**config.mk**
```make
export PLATFORM = sky130hd
export DESIGN_NAME = dpm_walker
export DESIGN_NICKNAME = d
export VERILOG_FILES = /design/src/rtl/dpm_pkg.sv /design/src/rtl/dpm_walker.sv
export SDC_FILE = /design/constraint.sdc
export NUM_CORES = 1
export LEC_CHECK = 0
export BUFFER_PORTS_ARGS = -buffer_cell sky130_fd_sc_hd__buf_2
export CORE_ASPECT_RATIO = 0.8
export CORE_UTILIZATION = 50
export DETAILED_ROUTE_END_ITERATION = 7
export GPL_TIMING_DRIVEN = 0
export MAX_ROUTING_LAYER = met4
export PLACE_DENSITY_LB_ADDON = 0.2
export SETUP_SLACK_MARGIN = 0.4
export SLEW_MARGIN = 10
export SYNTH_ARGS = -nofsm -noshare
export SYNTH_HDL_FRONTEND = slang
export SYNTH_SLANG_ARGS = --single-unit
```
**constraint.sdc**
```tcl
create_clock -name clk_i -period 21.2 [get_ports clk_i]
set_input_delay 4.24 -clock clk_i [delete_from_list [all_inputs] [get_ports clk_i]]
set_output_delay 4.24 -clock clk_i [all_outputs]
set_load 0.01 [all_outputs]
```
**src/rtl/dpm_pkg.sv**
```systemverilog
// dpm_pkg: shared types, widths and helpers of the delimiter pair matcher
// depends on nothing; used by dpm_walker and the top level under rtl
package dpm_pkg;

  localparam int TABLE_DEPTH = 256;
  localparam int IDX_W       = $clog2(TABLE_DEPTH);
  localparam int CNT_W       = IDX_W + 1;
  localparam int SKIP_W      = (IDX_W > 8) ? IDX_W : 8;
  localparam int J_W         = SKIP_W + 2;
  localparam int LEN_W       = 11;

  localparam logic [LEN_W-1:0] UNKNOWN_LEN = {LEN_W{1'b1}};

  typedef struct packed {
    logic             first_of_list;
    logic [7:0]       marker;
    logic [LEN_W-1:0] run_length;
    logic             can_open;
    logic             can_close;
    logic [7:0]       nest_level;
    logic [7:0]       initial_skip;
  } item_t;

  typedef struct packed {
    logic [7:0]        marker;
    logic [LEN_W-1:0]  length;
    logic              opens;
    logic              closes;
    logic [7:0]        level;
    logic [SKIP_W-1:0] skip;
    logic              matched;
  } entry_t;

  localparam int ENTRY_W = $bits(entry_t);

  typedef struct packed {
    logic [7:0] entry_index;
    logic       matched;
    logic [7:0] opener_index;
    logic [7:0] closer_skip;
    logic       still_opens;
    logic       table_full;
  } res_t;

  typedef enum logic [1:0] {
    ST_IDLE,
    ST_READ,
    ST_CHECK,
    ST_FIN
  } walk_state_e;

  // residue test on a 12-bit two's complement sum: even bits weigh +1, odd bits -1,
  // the sign bit (weight -2048) weighs +1 modulo 3
  function automatic logic is_mult3(logic [LEN_W:0] v);
    logic [3:0] pos;
    logic [3:0] neg;
    pos = 4'(v[LEN_W]);
    neg = '0;
    for (int k = 0; k < LEN_W; k++) begin
      if ((k % 2) == 0) begin
        pos = pos + 4'(v[k]);
      end else begin
        neg = neg + 4'(v[k]);
      end
    end
    return (pos == neg) || (pos == neg + 4'd3) || (pos + 4'd3 == neg) ||
           (pos == neg + 4'd6);
  endfunction

endpackage

```
**src/rtl/dpm_walker.sv**
```systemverilog
// dpm_walker: entry allocation, backward skip-link walk and write-back
// depends on dpm_pkg; drives the entry ram ports
module dpm_walker (
  input  logic                          clk_i,
  input  logic                          rst_ni,
  input  logic                          in_valid_i,
  input  dpm_pkg::item_t                in_item_i,
  output logic                          in_ready_o,
  input  logic                          out_free_i,
  output logic                          res_valid_o,
  output dpm_pkg::res_t                 res_o,
  output logic                          ram_we_o,
  output logic [dpm_pkg::IDX_W-1:0]     ram_waddr_o,
  output logic [dpm_pkg::ENTRY_W-1:0]   ram_wdata_o,
  output logic                          ram_re_o,
  output logic [dpm_pkg::IDX_W-1:0]     ram_raddr_o,
  input  logic [dpm_pkg::ENTRY_W-1:0]   ram_rdata_i
);

  dpm_pkg::walk_state_e state_q, state_d;

  logic [dpm_pkg::CNT_W-1:0]         count_q;
  logic [dpm_pkg::IDX_W-1:0]         idx_q;
  logic [dpm_pkg::IDX_W-1:0]         opener_q;
  logic signed [dpm_pkg::J_W-1:0]    j_q;
  dpm_pkg::entry_t                   cl_q;
  logic                              hit_q;
  logic                              full_q;

  logic [dpm_pkg::CNT_W-1:0]         count_eff;
  logic                              start_full;
  logic signed [dpm_pkg::J_W-1:0]    j0;
  logic                              start_walk;
  dpm_pkg::entry_t                   op;
  dpm_pkg::entry_t                   op_upd;
  logic                              cand;
  logic                              refuse;
  logic                              pair_ok;
  logic [dpm_pkg::LEN_W:0]           len_sum;
  logic signed [dpm_pkg::J_W-1:0]    step_j;
  logic                              step_neg;
  logic [dpm_pkg::SKIP_W-1:0]        closer_dist;
  dpm_pkg::entry_t                   new_entry;

  // decode of the incoming item
  always_comb begin
    count_eff  = in_item_i.first_of_list ? '0 : count_q;
    start_full = (count_eff == dpm_pkg::CNT_W'(dpm_pkg::TABLE_DEPTH));
    j0         = $signed(dpm_pkg::J_W'(count_eff))
               - $signed(dpm_pkg::J_W'(in_item_i.initial_skip))
               - $signed(dpm_pkg::J_W'(1));
    start_walk = in_item_i.can_close && !j0[dpm_pkg::J_W-1];
    new_entry.marker  = in_item_i.marker;
    new_entry.length  = in_item_i.run_length;
    new_entry.opens   = in_item_i.can_open;
    new_entry.closes  = in_item_i.can_close;
    new_entry.level   = in_item_i.nest_level;
    new_entry.skip    = dpm_pkg::SKIP_W'(in_item_i.initial_skip);
    new_entry.matched = 1'b0;
  end

  // candidate test on the entry just read
  always_comb begin
    op      = dpm_pkg::entry_t'(ram_rdata_i);
    cand    = op.opens && !op.matched && (op.marker == cl_q.marker) &&
              (op.level == cl_q.level);
    len_sum = {op.length[dpm_pkg::LEN_W-1], op.length}
            + {cl_q.length[dpm_pkg::LEN_W-1], cl_q.length};
    refuse  = (op.closes || cl_q.opens) && (op.length != dpm_pkg::UNKNOWN_LEN) &&
              (cl_q.length != dpm_pkg::UNKNOWN_LEN) && dpm_pkg::is_mult3(len_sum);
    pair_ok = cand && !refuse;
    step_j  = j_q - $signed(dpm_pkg::J_W'(op.skip)) - $signed(dpm_pkg::J_W'(1));
    step_neg = step_j[dpm_pkg::J_W-1];
    op_upd         = op;
    op_upd.matched = 1'b1;
    op_upd.skip    = '0;
    closer_dist    = dpm_pkg::SKIP_W'(idx_q - j_q[dpm_pkg::IDX_W-1:0]);
  end

  // next state
  always_comb begin
    state_d = state_q;
    unique case (state_q)
      dpm_pkg::ST_IDLE: begin
        if (in_valid_i) begin
          if (!start_full && start_walk) begin
            state_d = dpm_pkg::ST_READ;
          end else begin
            state_d = dpm_pkg::ST_FIN;
          end
        end
      end
      dpm_pkg::ST_READ: begin
        state_d = dpm_pkg::ST_CHECK;
      end
      dpm_pkg::ST_CHECK: begin
        if (pair_ok || step_neg) begin
          state_d = dpm_pkg::ST_FIN;
        end
      end
      dpm_pkg::ST_FIN: begin
        if (out_free_i) begin
          state_d = dpm_pkg::ST_IDLE;
        end
      end
      default: state_d = dpm_pkg::ST_IDLE;
    endcase
  end

  // ram controls and result
  always_comb begin
    ram_we_o    = 1'b0;
    ram_waddr_o = idx_q;
    ram_wdata_o = cl_q;
    ram_re_o    = 1'b0;
    ram_raddr_o = j_q[dpm_pkg::IDX_W-1:0];
    unique case (state_q)
      dpm_pkg::ST_IDLE: begin
      end
      dpm_pkg::ST_READ: begin
        ram_re_o = 1'b1;
      end
      dpm_pkg::ST_CHECK: begin
        if (pair_ok) begin
          ram_we_o    = 1'b1;
          ram_waddr_o = j_q[dpm_pkg::IDX_W-1:0];
          ram_wdata_o = op_upd;
        end else if (!step_neg) begin
          ram_re_o    = 1'b1;
          ram_raddr_o = step_j[dpm_pkg::IDX_W-1:0];
        end
      end
      dpm_pkg::ST_FIN: begin
        ram_we_o = !full_q;
      end
      default: begin
      end
    endcase

    in_ready_o  = (state_q == dpm_pkg::ST_IDLE);
    res_valid_o = (state_q == dpm_pkg::ST_FIN);

    res_o = '0;
    if (full_q) begin
      res_o.table_full = 1'b1;
    end else begin
      res_o.entry_index  = 8'(idx_q);
      res_o.matched      = hit_q;
      res_o.opener_index = 8'(opener_q);
      res_o.closer_skip  = (cl_q.skip > dpm_pkg::SKIP_W'(255)) ? 8'hFF : 8'(cl_q.skip);
      res_o.still_opens  = cl_q.opens;
    end
  end

  always_ff @(posedge clk_i or negedge rst_ni) begin
    if (!rst_ni) begin
      state_q <= dpm_pkg::ST_IDLE;
      count_q <= '0;
    end else begin
      state_q <= state_d;
      if ((state_q == dpm_pkg::ST_IDLE) && in_valid_i) begin
        count_q <= start_full ? count_eff : count_eff + dpm_pkg::CNT_W'(1);
      end
    end
  end

  always_ff @(posedge clk_i) begin
    if ((state_q == dpm_pkg::ST_IDLE) && in_valid_i) begin
      full_q   <= start_full;
      idx_q    <= count_eff[dpm_pkg::IDX_W-1:0];
      cl_q     <= new_entry;
      j_q      <= j0;
      hit_q    <= 1'b0;
      opener_q <= '0;
    end else if (state_q == dpm_pkg::ST_CHECK) begin
      if (pair_ok) begin
        cl_q.skip  <= closer_dist;
        cl_q.opens <= 1'b0;
        hit_q      <= 1'b1;
        opener_q   <= j_q[dpm_pkg::IDX_W-1:0];
      end else begin
        j_q <= step_j;
      end
    end
  end

endmodule

```
Word level (Yosys, flattened, before mapping)
Index checks and enable logic that the tools add are counted.
{"block": "word_totals", "inputBits": 80, "ff_bits": 76, "elab_cells": 108}
{"block": "classes", "muxes": 31, "add_sub_neg": 20, "n_reduce_logical": 27, "n_lt_le_gt_ge": 1, "eq_ne": 16}
{"op": "38-bit 2-to-1 mux", "count": 2}
{"op": "8-bit 2-to-1 mux", "count": 9}
{"op": "10-bit 2-to-1 mux", "count": 3}
{"op": "26-bit 2-to-1 mux", "count": 1}
{"op": "11-bit != test (second input constant)", "count": 2}
{"op": "10-bit by 2-bit subtractor with 10-bit output (second input constant)", "count": 2}
{"op": "9-bit 2-to-1 mux", "count": 2}
{"op": "4-bit by 1-bit adder with 4-bit output", "count": 4}
{"op": "4-bit equality test", "count": 4}
{"op": "8-bit equality test", "count": 2}
{"op": "11-bit by 11-bit adder with 12-bit output", "count": 1}
{"op": "1-bit logical AND", "count": 10}
{"op": "10-bit by 9-bit subtractor with 10-bit output", "count": 1}
{"op": "9-bit by 8-bit subtractor with 10-bit output", "count": 1}
{"op": "9-bit by 1-bit adder with 9-bit output (second input constant)", "count": 1}
{"op": "9-bit equality test (second input constant)", "count": 1}
{"op": "3-bit by 1-bit adder with 4-bit output", "count": 2}
{"op": "4-bit by 2-bit adder with 4-bit output (second input constant)", "count": 2}
{"op": "8-bit greater-than comparator (second input constant)", "count": 1}
{"op": "2-bit 2-to-1 mux", "count": 4}
{"op": "2-bit case mux with 4 select lines", "count": 1}
{"op": "8-bit subtractor", "count": 1}
{"op": "1-bit 2-to-1 mux", "count": 7}
{"op": "2-bit by 1-bit adder with 3-bit output", "count": 2}
{"op": "other kinds (13)", "count": 29}

Logic depth before layout (Yosys ltp)
{"block": "depth", "word_depth": 17, "ltp_mapped": 22, "mapped_depth_nobuf": 21}

Worst setup path after synthesis
Ideal clock, no wire load.
{"block": "synth_path", "path_type": "input to output", "startpoint": "input ram_rdata_i[19] (netlist bit)", "endpoint": "output ram_raddr_o[4] (netlist bit)", "path_stages": 21, "setup_slack_ns": 7.601, "t_required_ns": 16.960, "n_path_buf": 1, "arrival_time_ns": 9.359, "path_cell_list": "ha_1 inv_1 fa_1 nor2b_1 o21ai_0 a21boi_0 o21ai_0 nand2b_1 xnor2_1 fa_1 fa_1 fa_1 inv_1 fa_1 xnor2_1 mux2_4 and3_4 o41ai_4 a211o_4 buf_6 mux2_1"}
{"block": "synth_between", "elab_chain_cells": 16}
{"element": "from (decl)", "line_no": "dpm_walker.sv:17", "text": "input logic [dpm_pkg::ENTRY_W-1:0] ram_rdata_i"}
{"element": "11-bit by 11-bit adder with 12-bit output", "line_no": "dpm_walker.sv:68", "text": "+ {cl_q.length[dpm_pkg::LEN_W-1], cl_q.length};"}
{"element": "1-bit by 1-bit adder with 2-bit output", "line_no": "dpm_pkg.sv:61", "text": "pos = pos + 4'(v[k]);"}
{"element": "2-bit by 1-bit adder with 3-bit output", "line_no": "dpm_pkg.sv:61"}
{"element": "3-bit by 1-bit adder with 4-bit output", "line_no": "dpm_pkg.sv:61"}
{"element": "4-bit by 1-bit adder with 4-bit output (3 in series)", "line_no": "dpm_pkg.sv:61"}
{"element": "4-bit by 2-bit adder with 4-bit output / 4-bit equality test (equally long branches)", "line_no": "dpm_pkg.sv:66", "text": "return (pos == neg) || (pos == neg + 4'd3) || (pos + 4'd3 == neg) ||"}
{"element": "4-bit equality test / 1-bit logical OR (equally long branches)", "line_no": "dpm_pkg.sv:66"}
{"element": "1-bit logical OR (2 in series)", "line_no": "dpm_pkg.sv:66"}
{"element": "1-bit logical AND (*)", "line_no": "dpm_walker.sv:70", "text": "(cl_q.length != dpm_pkg::UNKNOWN_LEN) && dpm_pkg::is_mult3(len_sum);"}
{"element": "1-bit logical NOT (*)", "line_no": "dpm_walker.sv:71", "text": "pair_ok = cand && !refuse;"}
{"element": "1-bit logical AND (*)", "line_no": "dpm_walker.sv:71"}
{"element": "8-bit 2-to-1 mux (*)", "line_no": "dpm_walker.sv:124", "text": "if (pair_ok) begin"}
{"element": "8-bit 2-to-1 mux (*)", "line_no": "dpm_walker.sv:117", "text": "unique case (state_q)"}
{"element": "to (decl)", "line_no": "dpm_walker.sv:16", "text": "output logic [dpm_pkg::IDX_W-1:0] ram_raddr_o,"}
Mark *: on every way between the ends. The rest lies on a longest branch, timed or not.

Worst setup path in the final report
{"block": "layout_path", "startpoint": "input ram_rdata_i[19] (netlist bit)", "endpoint": "output ram_wdata_o[20] (netlist bit)"}
{"block": "layout_between", "elab_chain_cells": 16}
{"element": "11-bit by 11-bit adder with 12-bit output", "line_no": "dpm_walker.sv:68"}
{"element": "1-bit by 1-bit adder with 2-bit output", "line_no": "dpm_pkg.sv:61"}
{"element": "2-bit by 1-bit adder with 3-bit output", "line_no": "dpm_pkg.sv:61"}
{"element": "3-bit by 1-bit adder with 4-bit output", "line_no": "dpm_pkg.sv:61"}
{"element": "4-bit by 1-bit adder with 4-bit output (3 in series)", "line_no": "dpm_pkg.sv:61"}
{"element": "4-bit by 2-bit adder with 4-bit output / 4-bit equality test (equally long branches)", "line_no": "dpm_pkg.sv:66"}
{"element": "4-bit equality test / 1-bit logical OR (equally long branches)", "line_no": "dpm_pkg.sv:66"}
{"element": "1-bit logical OR (2 in series)", "line_no": "dpm_pkg.sv:66"}
{"element": "1-bit logical AND (*)", "line_no": "dpm_walker.sv:70"}
{"element": "1-bit logical NOT (*)", "line_no": "dpm_walker.sv:71"}
{"element": "1-bit logical AND (*)", "line_no": "dpm_walker.sv:71"}
{"element": "38-bit 2-to-1 mux (*)", "line_no": "dpm_walker.sv:124"}
{"element": "38-bit 2-to-1 mux (*)", "line_no": "dpm_walker.sv:117"}
{"element": "to (decl)", "line_no": "dpm_walker.sv:14", "text": "output logic [dpm_pkg::ENTRY_W-1:0] ram_wdata_o,"}
Marks and branches as above.

==> results.md <==
- Dpl hpwl: ~12000 µm
- EDFF count, synth: 56
- Area of the multi-input gates: ~3300 µm²
- Top-area cell type share of the netlist area: between 20% and 30%
- Top_reg_cell synth: edfxtp_1
- CTS Sinks: 76
- Core area: 11000 µm²
- Chip width: around 120 µm
- Relative slew slack: 45.1%
- Slew Limit Fails: 0
- Total I/O pin count: 165
- Synth cell types: 55
- RSZ-0062 raised after global routing: no
- Min-Delay Startpoint: opener_q[6]$_SDFFE_PP0P_
- Number of synthesized register bits: 76
- Vias in the first global route: 4795
- Post-CTS setup buffer count: 0
- Leakage: 3.33 nW
- 1st-iter DRT viols: approximately 300
- Crit Path Max Fanout: 10
- Clk buf depth: 2
- Share of post-route cells with drive strength above 1: 26.9%
- Fmax: 69.2 MHz
- Crit end category: output pin
- Startpoint Class: input pin
- CP Class: input pin to output pin
- WP data arrival: ~10 ns
- PwrDens: 146 nW/µm²
- Clock Skew: slightly above 0.007 ns
- R2R Setup Slk: 14.58 ns
- Min Tclk post-route: 14.46 ns
- Die area: 11900 µm²
- Ys async rst share: 14.5%
- Final Wtd Congestion: 0.979
- Register-to-Register Path Depth: 21
- Fill cells: 903
- Storage cell area: 2140 µm²
- Pre-CTS setup slack: between 6 and 7 ns
- Largest net degree at the start of global routing: 36
- FP Rows: 34
- Number of nets in the layout: 915
- Inserted Clock Buffers: 9
- Area growth syn-to-layout: 23.6%
- Final setup viols: 0
- Vias: 4989
- Actual slew at the worst max-slew pin: 0.802 ns
- Die Y: 97.9 µm
- Critical R2R Launch: cl_q[19]$_DFFE_PP_
- Setup TNS: 0 ns
- Mean Syn Cell Area: 9.51 µm²
- CTS resizes: 0
- Worst VDD drop: 0.104 mV
- Routed WL per cell: 16.2 µm
- Synth area leader: edfxtp_1
- Period utilization: ~68%
- Diodes inserted: 0
- CTS clk-pin slew, worst paths: approximately 0.060 ns
- Critical Path RT: 16.96 ns
- Critical Path Start: ram_rdata_i[19]
- Vias per cell: 5.37
- Hold crit path type: flip-flop to flip-flop
- Root Buffer: clkbuf_16
- PortBufs: 164
- DRC Markers: 0
- Cells after Synth: 604
- Sequential cell area fraction in the yosys report: between 30% and 40%
- Hold Violations, Final: 0
- H-tree lvl count: 3
- Antenna-violating nets left: 0
- Status: finished clean
- CTS tree: yes
- Initial antenna violation count: 0
- Hold buffer count at cts: 0
- Worst R2R End: cl_q[1]$_DFFE_PP_
- Warnings, synthesis: 0
- Setup slack after layout: 6.74 ns
- First-pass detailed-route iteration total: 5
- Top post-synthesis cells by area: edfxtp_1 (29%), ha_1 (9.8%), dfrtp_1 (4.8%)
- Initial Util: 52.1%
- Worst hold margin: 0.452 ns
- Synth Cell Area: 5740 µm²
- Worst-skew pair later-pin latency: 0.34 ns
- GRT Total Usage: 26.8%
- Max Cap Viol: 0
- Global route total overflow: 0
- First-pass GRT wire length: 23900 µm
- Pwr Total: 0.00104 W
- Syn_nets: 739
- Hold Crit Depth: 2
- Routed Wire Length: roughly 15000 µm
- Hold Path Sink: opener_q[6]$_SDFFE_PP0P_
## stage by stage
stage	cells	util [%]	instance area, µm²
after floorplan	604	-	5740
final	929	64.4	7100
after global routing	929	64.4	7100
after detailed placement	913	61.4	6770
after CTS	929	64.4	7100
after global placement	912	61.2	6750
## how the worst max path moves through the flow
stage	slack, ns	end	depth (start not counted)
after floorplan	7.60	ram_raddr_o[4]	21
after global placement	6.90	ram_raddr_o[5]	23
after detailed placement	6.82	ram_wdata_o[20]	23
after CTS	6.79	ram_wdata_o[20]	23
after global routing	6.44	ram_wdata_o[20]	23
final	6.74	ram_wdata_o[20]	23
## sequential cells by signal, indices dropped and copies added, names as in the netlist
name,count
count_q,9
full_q,1
cl_q,37
j_q,10
state_q,2
hit_q,1
opener_q,8
idx_q,8
## power breakdown
| group | switching [W] | internal [W] | leakage, nW |
|---|---|---|---|
| combinational | 0.000348 | 0.000267 | 2.45 |
| sequential | 0.0000356 | 0.000218 | 0.727 |
| clock | 0.0000640 | 0.000107 | 0.160 |
| total | 0.000447 | 0.000592 | 3.33 |
## cells by family (layout without fill, tap and decap cells)
logic type / after synthesis / after routing / synth area share, %
and+or+nand+nor: 198 / 198 / 18.1
adders and majority gates: 55 / 55 / 13.3
AOI/OAI and AO/OA: 115 / 115 / 12.4
muxes: 26 / 26 / 5.75
buffers and inverters: 88 / 269 / 6.21
DFF: 76 / 76 / 37.2
xor gates and xnor gates: 46 / 46 / 7.01
## routing by layer
| layer | vias to the layer above | routed length (µm) | track usage [%] |
|---|---|---|---|
| met5 | - | 0 | - |
| met4 | 0 | 226 | 6.65 |
| met3 | 21 | 871 | 4.09 |
| met2 | 186 | 7020 | 42.7 |
| met1 | 2310 | 6950 | 35.6 |
| li1 | 2472 | - | - |
## layout make-up
type	instances	share of cell area, %
tap	144	2.54
sequential	76	30.1
inverter	56	2.96
clock buffer	10	3.37
buffer	32	2.08
clock inverter	6	1.32
multi-input combinational	440	45.8
timing repair buffer	165	11.8
## worst max-delay path, stage by stage
cell and delay (ns):
buf_2 0.11, ha_1 0.17, inv_1 0.05, fa_1 0.40, nor2b_1 0.12, o21ai_0 0.10
a21boi_0 0.19, o21ai_0 0.13, nand2b_1 0.11, xnor2_1 0.14, fa_1 0.47, fa_1 0.52
fa_1 0.42, inv_1 0.07, fa_1 0.51, xnor2_1 0.27, mux2_4 0.33, and3_4 0.19
o41ai_4 0.69, nand3_4 0.22, clkbuf_1 0.31, o21ai_0 0.28, buf_2 0.17
## synthesized netlist by cell type (all sizes together), types with 4 or more instances
| cell | number |
|---|---|
| a2111oi | 4 |
| a211o | 5 |
| a21o | 8 |
| a21oi | 43 |
| and2 | 10 |
| and3 | 6 |
| buf | 6 |
| clkbuf | 26 |
| dfrtp | 11 |
| dfxtp | 9 |
| edfxtp | 56 |
| fa | 10 |
| ha | 45 |
| inv | 55 |
| mux2 | 20 |
| mux2i | 6 |
| nand2 | 52 |
| nand2b | 8 |
| nand3 | 11 |
| nand4 | 16 |
| nor2 | 26 |
| nor2b | 35 |
| nor3 | 17 |
| nor4 | 6 |
| o21ai | 34 |
| or4 | 4 |
| xnor2 | 31 |
| xor2 | 15 |
## cells in the final DEF (no fill, tap or decap), drive strengths merged, types with 4 or more instances in the layout
cell type    n
a2111oi      4
nor4         6
nand2       52
o21ai       34
xor2        15
dfrtp       11
nor2        26
a21o         8
a211o        5
a21oi       43
nand2b       8
and3         6
ha          45
or4          4
nor2b       35
xnor2       31
buf        171
clkbuf      36
dfxtp        9
edfxtp      56
mux2        20
nor3        17
nand4       16
and2        10
inv         57
nand3       11
mux2i        6
fa          10
(Power assumes the default switching activity.)
